[config.mk]
export PLATFORM = sky130hd
export DESIGN_NAME = strip_tangent_bitangent
export DESIGN_NICKNAME = d
export VERILOG_FILES = /design/src/design/stb_pkg.sv /design/src/design/strip_tangent_bitangent.sv
export VERILOG_INCLUDE_DIRS = /design/src /design/src/design
export SDC_FILE = /design/constraint.sdc
export NUM_CORES = 2
export LEC_CHECK = 0
export BUFFER_PORTS_ARGS = -buffer_cell sky130_fd_sc_hd__buf_2
export CAP_MARGIN = 10
export CORE_MARGIN = 2
export CORE_UTILIZATION = 57
export DETAILED_ROUTE_END_ITERATION = 6
export GPL_TIMING_DRIVEN = 0
export PLACE_DENSITY_LB_ADDON = 0.1
export SLEW_MARGIN = 20
export SYNTH_ARGS = -nofsm -noshare
export SYNTH_HDL_FRONTEND = slang
export SYNTH_SLANG_ARGS = --single-unit
[constraint.sdc]
create_clock -name clk -period 10.92 [get_ports clk]
set_input_delay 1.092 -clock clk [delete_from_list [all_inputs] [get_ports clk]]
set_output_delay 1.092 -clock clk [all_outputs]
set_load 0.02 [all_outputs]
[src/design/assert_macros.svh]
// Assertion macros for the design files; strip_tangent_bitangent.sv includes them.
`ifndef ASSERT_MACROS_SVH
`define ASSERT_MACROS_SVH

// Implication that must hold in the same cycle.
`define ASSERT_IMP(label, clk, rst, ante, cons) \
  label: assert property (@(posedge clk) disable iff (rst) (ante) |-> (cons)) \
    else $error("assertion failed");

// Implication that must hold in the next cycle.
`define ASSERT_NXT(label, clk, rst, ante, cons) \
  label: assert property (@(posedge clk) disable iff (rst) (ante) |=> (cons)) \
    else $error("assertion failed");

`endif

[src/design/stb_pkg.sv]
// Types and constants for the strip tangent and bitangent block.
package stb_pkg;

  localparam int TEX_FRAC_BITS = 16;
  localparam int DIV_STEPS     = 52 + TEX_FRAC_BITS;

  typedef struct packed {
    logic               segment_start;
    logic signed [31:0] pos_x;
    logic signed [31:0] pos_y;
    logic signed [31:0] pos_z;
    logic [16:0]        tex_s;
    logic [16:0]        tex_t;
  } vtx_t;

  typedef struct packed {
    logic signed [31:0] tangent_x;
    logic signed [31:0] tangent_y;
    logic signed [31:0] tangent_z;
    logic signed [31:0] bitangent_x;
    logic signed [31:0] bitangent_y;
    logic signed [31:0] bitangent_z;
    logic               degenerate;
    logic               saturated;
  } res_t;

  typedef enum logic [2:0] {
    S_IDLE,
    S_M0,
    S_M1,
    S_M2,
    S_DIV,
    S_DONE
  } state_t;

endpackage

[src/design/strip_tangent_bitangent.sv]
// Top level: strip window, shared multiplier and bit-serial divider.
//
//   channel | direction | handshake             | payload
//   vtx     | in        | vtx_valid, vtx_stall  | stb_pkg::vtx_t
//   res     | out       | res_valid, res_stall  | stb_pkg::res_t
//
// A vertex that only fills the window is taken while idle and gives no result.
// A vertex on a full window first forms the determinant on the shared multiplier in
// S_M0, S_M1 and S_M2, then for each of six components runs the same multiplier states
// and then the restoring divider in S_DIV. A zero determinant skips the components
// and finishes right after the determinant.
// Reset empties the window and the result register.
// A stalled result waits in its register; the next vertex is taken meanwhile.
`include "assert_macros.svh"

module strip_tangent_bitangent (
  input  logic           clk,
  input  logic           rst,
  input  logic           vtx_valid,
  output logic           vtx_stall,
  input  stb_pkg::vtx_t  vtx,
  output logic           res_valid,
  input  logic           res_stall,
  output stb_pkg::res_t  res
);

  stb_pkg::state_t state, state_next;

  // Window storage.
  logic signed [31:0] old_pos [3];
  logic signed [31:0] mid_pos [3];
  logic [16:0]        old_s, old_t, mid_s, mid_t;
  logic [1:0]         fill;

  // Operands latched at the start of a computation.
  logic signed [32:0] e1 [3];
  logic signed [32:0] e2 [3];
  logic signed [17:0] du1, dv1, du2, dv2;

  // Shared arithmetic.
  logic signed [50:0] prod;
  logic signed [51:0] acc;
  logic signed [37:0] det;
  logic [36:0]        dmag;
  logic               neg;
  logic [1:0]         comp;
  logic               is_bit;
  logic               det_phase;
  logic [67:0]        div_n;
  logic [37:0]        rem;
  logic [33:0]        quot;
  logic               ovf;
  logic [6:0]         cnt;
  logic               degen, sat;
  logic signed [31:0] tan_r [3];
  logic signed [31:0] bit_r [3];

  logic               vtx_acc, res_free, fill_lo;
  logic [1:0]         fill_eff;
  logic signed [32:0] in_pos [3];
  logic signed [17:0] mul_a;
  logic signed [32:0] mul_b;
  logic signed [51:0] diff;
  logic [37:0]        rem_sh, rem_nx;
  logic               ge;
  logic [33:0]        quot_nx;
  logic               big;
  logic [31:0]        div_res;
  logic               div_sat;
  logic [51:0]        n_abs;

  assign vtx_acc  = vtx_valid && !vtx_stall;
  assign vtx_stall = (state != stb_pkg::S_IDLE);
  assign res_free = !res_valid || !res_stall;
  assign fill_eff = vtx.segment_start ? 2'd0 : fill;
  assign fill_lo  = (fill_eff != 2'd2);
  assign in_pos[0] = 33'(vtx.pos_x);
  assign in_pos[1] = 33'(vtx.pos_y);
  assign in_pos[2] = 33'(vtx.pos_z);

  // Multiplier operand selection.
  always_comb begin
    if (det_phase) begin
      mul_a = (state == stb_pkg::S_M0) ? du1 : du2;
      mul_b = (state == stb_pkg::S_M0) ? 33'(dv2) : 33'(dv1);
    end else if (!is_bit) begin
      mul_a = (state == stb_pkg::S_M0) ? dv2 : dv1;
      mul_b = (state == stb_pkg::S_M0) ? e1[comp] : e2[comp];
    end else begin
      mul_a = (state == stb_pkg::S_M0) ? du1 : du2;
      mul_b = (state == stb_pkg::S_M0) ? e2[comp] : e1[comp];
    end
  end

  assign diff  = acc - 52'(prod);
  assign n_abs = diff[51] ? 52'(-diff) : diff;

  // One restoring division step.
  assign rem_sh  = {rem[36:0], div_n[67]};
  assign ge      = (rem_sh >= {1'b0, dmag});
  assign rem_nx  = ge ? (rem_sh - {1'b0, dmag}) : rem_sh;
  assign quot_nx = {quot[32:0], ge};

  // Saturation of the finished quotient.
  always_comb begin
    big = ovf || quot[33] || quot_nx[33] || quot_nx[32];
    div_sat = 1'b0;
    if (neg) begin
      if (big || (quot_nx[31] && (quot_nx[30:0] != 31'd0))) begin
        div_res = 32'h8000_0000;
        div_sat = 1'b1;
      end else begin
        div_res = 32'(-quot_nx[31:0]);
      end
    end else begin
      if (big || quot_nx[31]) begin
        div_res = 32'h7FFF_FFFF;
        div_sat = 1'b1;
      end else begin
        div_res = quot_nx[31:0];
      end
    end
  end

  // Sequencer next state.
  always_comb begin
    state_next = state;
    unique case (state)
      stb_pkg::S_IDLE: begin
        if (vtx_acc && !fill_lo) state_next = stb_pkg::S_M0;
      end
      stb_pkg::S_M0: state_next = stb_pkg::S_M1;
      stb_pkg::S_M1: state_next = stb_pkg::S_M2;
      stb_pkg::S_M2: begin
        if (det_phase && diff == 52'sd0) state_next = stb_pkg::S_DONE;
        else if (det_phase) state_next = stb_pkg::S_M0;
        else state_next = stb_pkg::S_DIV;
      end
      stb_pkg::S_DIV: begin
        if (cnt == 7'(stb_pkg::DIV_STEPS - 1)) begin
          if (is_bit && comp == 2'd2) state_next = stb_pkg::S_DONE;
          else state_next = stb_pkg::S_M0;
        end
      end
      stb_pkg::S_DONE: begin
        if (res_free) state_next = stb_pkg::S_IDLE;
      end
      default: state_next = stb_pkg::S_IDLE;
    endcase
  end

  // State and control registers.
  always_ff @(posedge clk) begin
    if (rst) begin
      state     <= stb_pkg::S_IDLE;
      fill      <= 2'd0;
      res_valid <= 1'b0;
    end else begin
      state <= state_next;
      if (vtx_acc) fill <= fill_lo ? fill_eff + 2'd1 : 2'd2;
      if (state == stb_pkg::S_DONE && res_free) res_valid <= 1'b1;
      else if (!res_stall) res_valid <= 1'b0;
    end
  end

  // Datapath registers.
  always_ff @(posedge clk) begin
    if (vtx_acc) begin
      if (fill_eff == 2'd0) begin
        old_pos[0] <= vtx.pos_x;
        old_pos[1] <= vtx.pos_y;
        old_pos[2] <= vtx.pos_z;
        old_s <= vtx.tex_s;
        old_t <= vtx.tex_t;
      end else if (fill_eff == 2'd1) begin
        mid_pos[0] <= vtx.pos_x;
        mid_pos[1] <= vtx.pos_y;
        mid_pos[2] <= vtx.pos_z;
        mid_s <= vtx.tex_s;
        mid_t <= vtx.tex_t;
      end else begin
        for (int i = 0; i < 3; i++) begin
          e1[i] <= 33'(mid_pos[i]) - 33'(old_pos[i]);
          e2[i] <= in_pos[i] - 33'(mid_pos[i]);
          old_pos[i] <= mid_pos[i];
        end
        mid_pos[0] <= vtx.pos_x;
        mid_pos[1] <= vtx.pos_y;
        mid_pos[2] <= vtx.pos_z;
        du1 <= $signed({1'b0, mid_s}) - $signed({1'b0, old_s});
        dv1 <= $signed({1'b0, mid_t}) - $signed({1'b0, old_t});
        du2 <= $signed({1'b0, vtx.tex_s}) - $signed({1'b0, mid_s});
        dv2 <= $signed({1'b0, vtx.tex_t}) - $signed({1'b0, mid_t});
        old_s <= mid_s;
        old_t <= mid_t;
        mid_s <= vtx.tex_s;
        mid_t <= vtx.tex_t;
        det_phase <= 1'b1;
        comp   <= 2'd0;
        is_bit <= 1'b0;
        sat    <= 1'b0;
        degen  <= 1'b0;
      end
    end

    // Multiply, then accumulate the difference of two products.
    if (state == stb_pkg::S_M0 || state == stb_pkg::S_M1) prod <= 51'(mul_a) * 51'(mul_b);
    if (state == stb_pkg::S_M1) acc <= 52'(prod);

    if (state == stb_pkg::S_M2) begin
      if (det_phase) begin
        det       <= diff[37:0];
        dmag      <= diff[51] ? 37'(-diff) : 37'(diff);
        det_phase <= 1'b0;
        if (diff == 52'sd0) begin
          degen <= 1'b1;
          for (int i = 0; i < 3; i++) begin
            tan_r[i] <= 32'sd0;
            bit_r[i] <= 32'sd0;
          end
        end
      end else begin
        neg   <= diff[51] ^ det[37];
        div_n <= {n_abs, 16'd0};
        rem   <= 38'd0;
        quot  <= 34'd0;
        ovf   <= 1'b0;
        cnt   <= 7'd0;
      end
    end

    // Divider steps; the last one writes the component.
    if (state == stb_pkg::S_DIV) begin
      div_n <= {div_n[66:0], 1'b0};
      rem   <= rem_nx;
      quot  <= quot_nx;
      ovf   <= ovf | quot[33];
      cnt   <= cnt + 7'd1;
      if (cnt == 7'(stb_pkg::DIV_STEPS - 1)) begin
        if (is_bit) bit_r[comp] <= div_res;
        else tan_r[comp] <= div_res;
        sat <= sat | div_sat;
        if (is_bit) begin
          is_bit <= 1'b0;
          comp   <= comp + 2'd1;
        end else begin
          is_bit <= 1'b1;
        end
      end
    end

    // Result register.
    if (state == stb_pkg::S_DONE && res_free) begin
      res.tangent_x   <= tan_r[0];
      res.tangent_y   <= tan_r[1];
      res.tangent_z   <= tan_r[2];
      res.bitangent_x <= bit_r[0];
      res.bitangent_y <= bit_r[1];
      res.bitangent_z <= bit_r[2];
      res.degenerate  <= degen;
      res.saturated   <= sat;
    end
  end

  // The window never claims more than two held vertices.
  `ASSERT_IMP(a_fill_range, clk, rst, 1'b1, fill != 2'd3)
  // A vertex that only fills the window leaves the block idle.
  `ASSERT_NXT(a_fill_idle, clk, rst, vtx_acc && fill_lo, state == stb_pkg::S_IDLE)
  // The divider count stays within its steps.
  `ASSERT_IMP(a_div_cnt, clk, rst, state == stb_pkg::S_DIV, cnt < 7'(stb_pkg::DIV_STEPS))
  // A degenerate result never reports clamping.
  `ASSERT_IMP(a_degen_sat, clk, rst, res_valid && res.degenerate, !res.saturated)

endmodule
==> summary.txt <==
Status
  • Status: finished clean

STA
  • Final worst slack: 0.2564 ns
  • RSZ-0062 raised after global routing: false
  • Max-slew violations: 0
  • Rel. slew slack: 0.1927
  • Worst-margin pin slew: 1.202 ns
  • TNS Setup: 0 ns
  • FMAX: 0.09378 GHz
  • Max Clock Skew: 0.07862 ns
  • Final Cycle Share: 0.9765
  • Final Hold Fails: 0
  • Final setup fails: 0
  • Fin Hold WS: 0.3787 ns
  • Min Clock Period, post-route: 10.66 ns

CTS
  • CTS tree: built
  • Clk_lat worst skew: 0.80 ns
  • # clock sinks: 1200
  • Post-CTS Setup Bufs: 0
  • H-tree levels: 4
  • Total CTS buffers: 131
  • CTS max path bufs: 3
  • Clk root buf: clkbuf_16
  • Clk slew on worst S/H paths: 0.06 ns

Route
  • Met1 wire length: 92240 microns
  • Via count: 59360
  • Top routing layer in use: met5
  • Via density: 5.757
  • DRC: 0
  • Post-route ant nets: 0
  • DR iter-0 viols: 5076
  • Met2 routed WL: 102700 microns
  • Avg WL per Cell: 21.49 microns
  • DRT Pass-1 Iters: 6
  • Met3 WL: 15970 microns
  • Routed wire length: 221500 microns

Global route
  • First-pass GRT wire length: 339000 microns
  • Antenna violations before repair: 19
  • GRT Overall Usage: 0.2978
  • Vias in the first global route: 58850
  • Largest net degree at the start of global routing: 113
  • Total grt overflow: 0

Synthesis
  • Avg Cell Area, Syn: 10.72 sq um
  • Sequential share of the synthesized area: 0.4314
  • FF+latch count, synth: 1200
  • Ys Warns: 0
  • Synthesized area: 83250 sq um
  • Netlist cell types: 93
  • Syn_nets: 8965
  • Asr flop ratio synth: 0
  • Number of synthesized flops with an enable pin: 1188
  • Cells after Synth: 7769
  • Ys flop type: edfxtp_1

Floorplan
  • Core Rows: 140
  • Core ar.: 145400 sq um
  • Die span in y: 386.2 microns
  • Die width: 386.2 microns
  • Num ports: 331
  • Die area: 149100 sq um
  • Initial Utilization: 0.5726

Run
  • Max-Cap Viols: 0

Finish
  • Final non-filler cell total: 10310
  • Final Net Count: 9475
  • Share of cells above drive strength 1: 0.09782
  • Area Growth Syn to Fin: 11.91%

Hold path
  • Hold_sp: bit_r[2][5]$_SDFFCE_PN0P_
  • Worst Hold Class: reg2reg
  • Hold Path Depth: 0
  • WHS Endpoint: res[7]$_DFFE_PP_

Critical path
  • Start point of the critical path: state[0]$_SDFFE_PP0P_
  • CP peak stage delay: 0.54 ns
  • Most used cell, CP: fa_1
  • Crit-path slowest cell: fa_1
  • Worst Path Required: 11.39 ns
  • CP Capture Type: flip-flop
  • Reg2Reg Setup Slack: 0.26 ns
  • Max FO, Critical Path: 10
  • Reg2reg path depth: 33
  • FF-to-FF End: prod[47]$_DFFE_PP_
  • Worst Setup Start Kind: flip-flop
  • Kind of critical path: reg2reg
  • Arr. time, crit path: 11.14 ns
  • RR Startpoint: state[0]$_SDFFE_PP0P_

Place
  • Pre-CTS setup slack: -1.514 ns
  • Count of input and output buffers: 330
  • Number of instances in the placed design: 10060
  • GP Congestion: 0.9663
  • Post-detail-place hpwl: 174100 microns
## critical path, delay by kind of cell (launching register included)
kind | cells | cell delay [ns]
adders and majority gates | 7 | 3.27
AOI/OAI and AO/OA | 9 | 2.55
DFF | 1 | 0.53
muxes | 2 | 0.69
buffers and inverters | 7 | 1.40
and+or+nand+nor | 6 | 1.52
xor gates and xnor gates | 2 | 0.34
## worst max path at each step
stage	endpoint	slack, ns	cells after the start
final	prod[47]$_DFFE_PP_	0.26	33
after floorplan	cnt[0]$_SDFFCE_PN0P_	0.17	3
after detailed placement	prod[47]$_DFFE_PP_	-1.51	33
after global routing	prod[47]$_DFFE_PP_	0.004	29
after global placement	div_n[21]$_DFFE_PP_	-4.93	3
after CTS	prod[47]$_DFFE_PP_	0.01	34
## kinds of logic (layout without fill, tap and decap cells)
group	count (synthesis)	in the layout	synth area share
xor gates and xnor gates	329	329	0.03461
adders and majority gates	1061	1061	0.2119
other	0	11	0
and+or+nand+nor	2185	2185	0.1205
AOI/OAI and AO/OA	1362	1362	0.1047
DFF	1200	1200	0.4314
buffers and inverters	1403	2017	0.06350
muxes	229	229	0.03346
## through the flow
stage | instance area (sq um) | utilization
after floorplan | 83250 | -
after global placement | 87300 | 0.6005
after detailed placement | 88440 | 0.6083
after CTS | 92970 | 0.6394
after global routing | 93160 | 0.6407
final | 93160 | 0.6408
## synthesized netlist by cell type (all sizes together) (95+ instances only)
cell type  number  area, sq um
mux2i         132         1321
ha            480         6006
xnor2         234         2049
edfxtp       1188        35670
clkbuf        208        780.8
o21ai         354         1772
and2          123        769.5
nor2          653         2451
xor2           95        832.1
a21oi         379         1901
inv          1164         4369
fa            581        11630
a21o          157         1179
nor2b         128        800.8
nand2         768         2888
nor3          109        545.5
## sequential cells by signal, summed over array words and instances (netlist names), 34 cells and up
signal	count
acc	51
bit_r	96
div_n	52
dmag	37
e1	99
e2	99
mid_pos	96
old_pos	96
prod	51
quot	34
rem	37
res	194
tan_r	96
## cell type report
class,instances,area [sq um]
well taps,1917,2399
clock inverters,79,1065
inverters,1165,4380
multi-input cells,5166,42380
plain buffers,237,964.7
flip-flops and latches,1200,35910
repair buffers,378,2651
clock buffers,158,3379
diodes,11,27.53
fillers,11630,52230
## layout by cell type (no fill, tap or decap), types with 109 or more instances in the layout
cell type  instances
ha_1             480
inv_1           1163
a21oi_1          366
nor3_1           109
edfxtp_1        1188
mux2i_1          109
clkbuf_1         214
and2_1           122
a21o_1           157
o21ai_0          334
fa_1             581
buf_2            338
clkbuf_16        131
nand2_1          760
nor2_1           648
xnor2_1          234
nor2b_1          128
## repair_timing
item                                    4_1_cts  5_1_grt
hold buffers                                  0        0
resized for setup                            25       63
endpoints found under the setup margin       29       11
## layer usage
metal / track usage / vias to the layer above
met1: 0.4009 / 29040
met5: 0 / -
li1: - / 27580
met2: 0.4778 / 2262
met3: 0.05087 / 469
met4: 0.1290 / 8
Power is not shown: default switching activity piles up to over one toggle a cycle in this logic, so the estimate is an artifact.
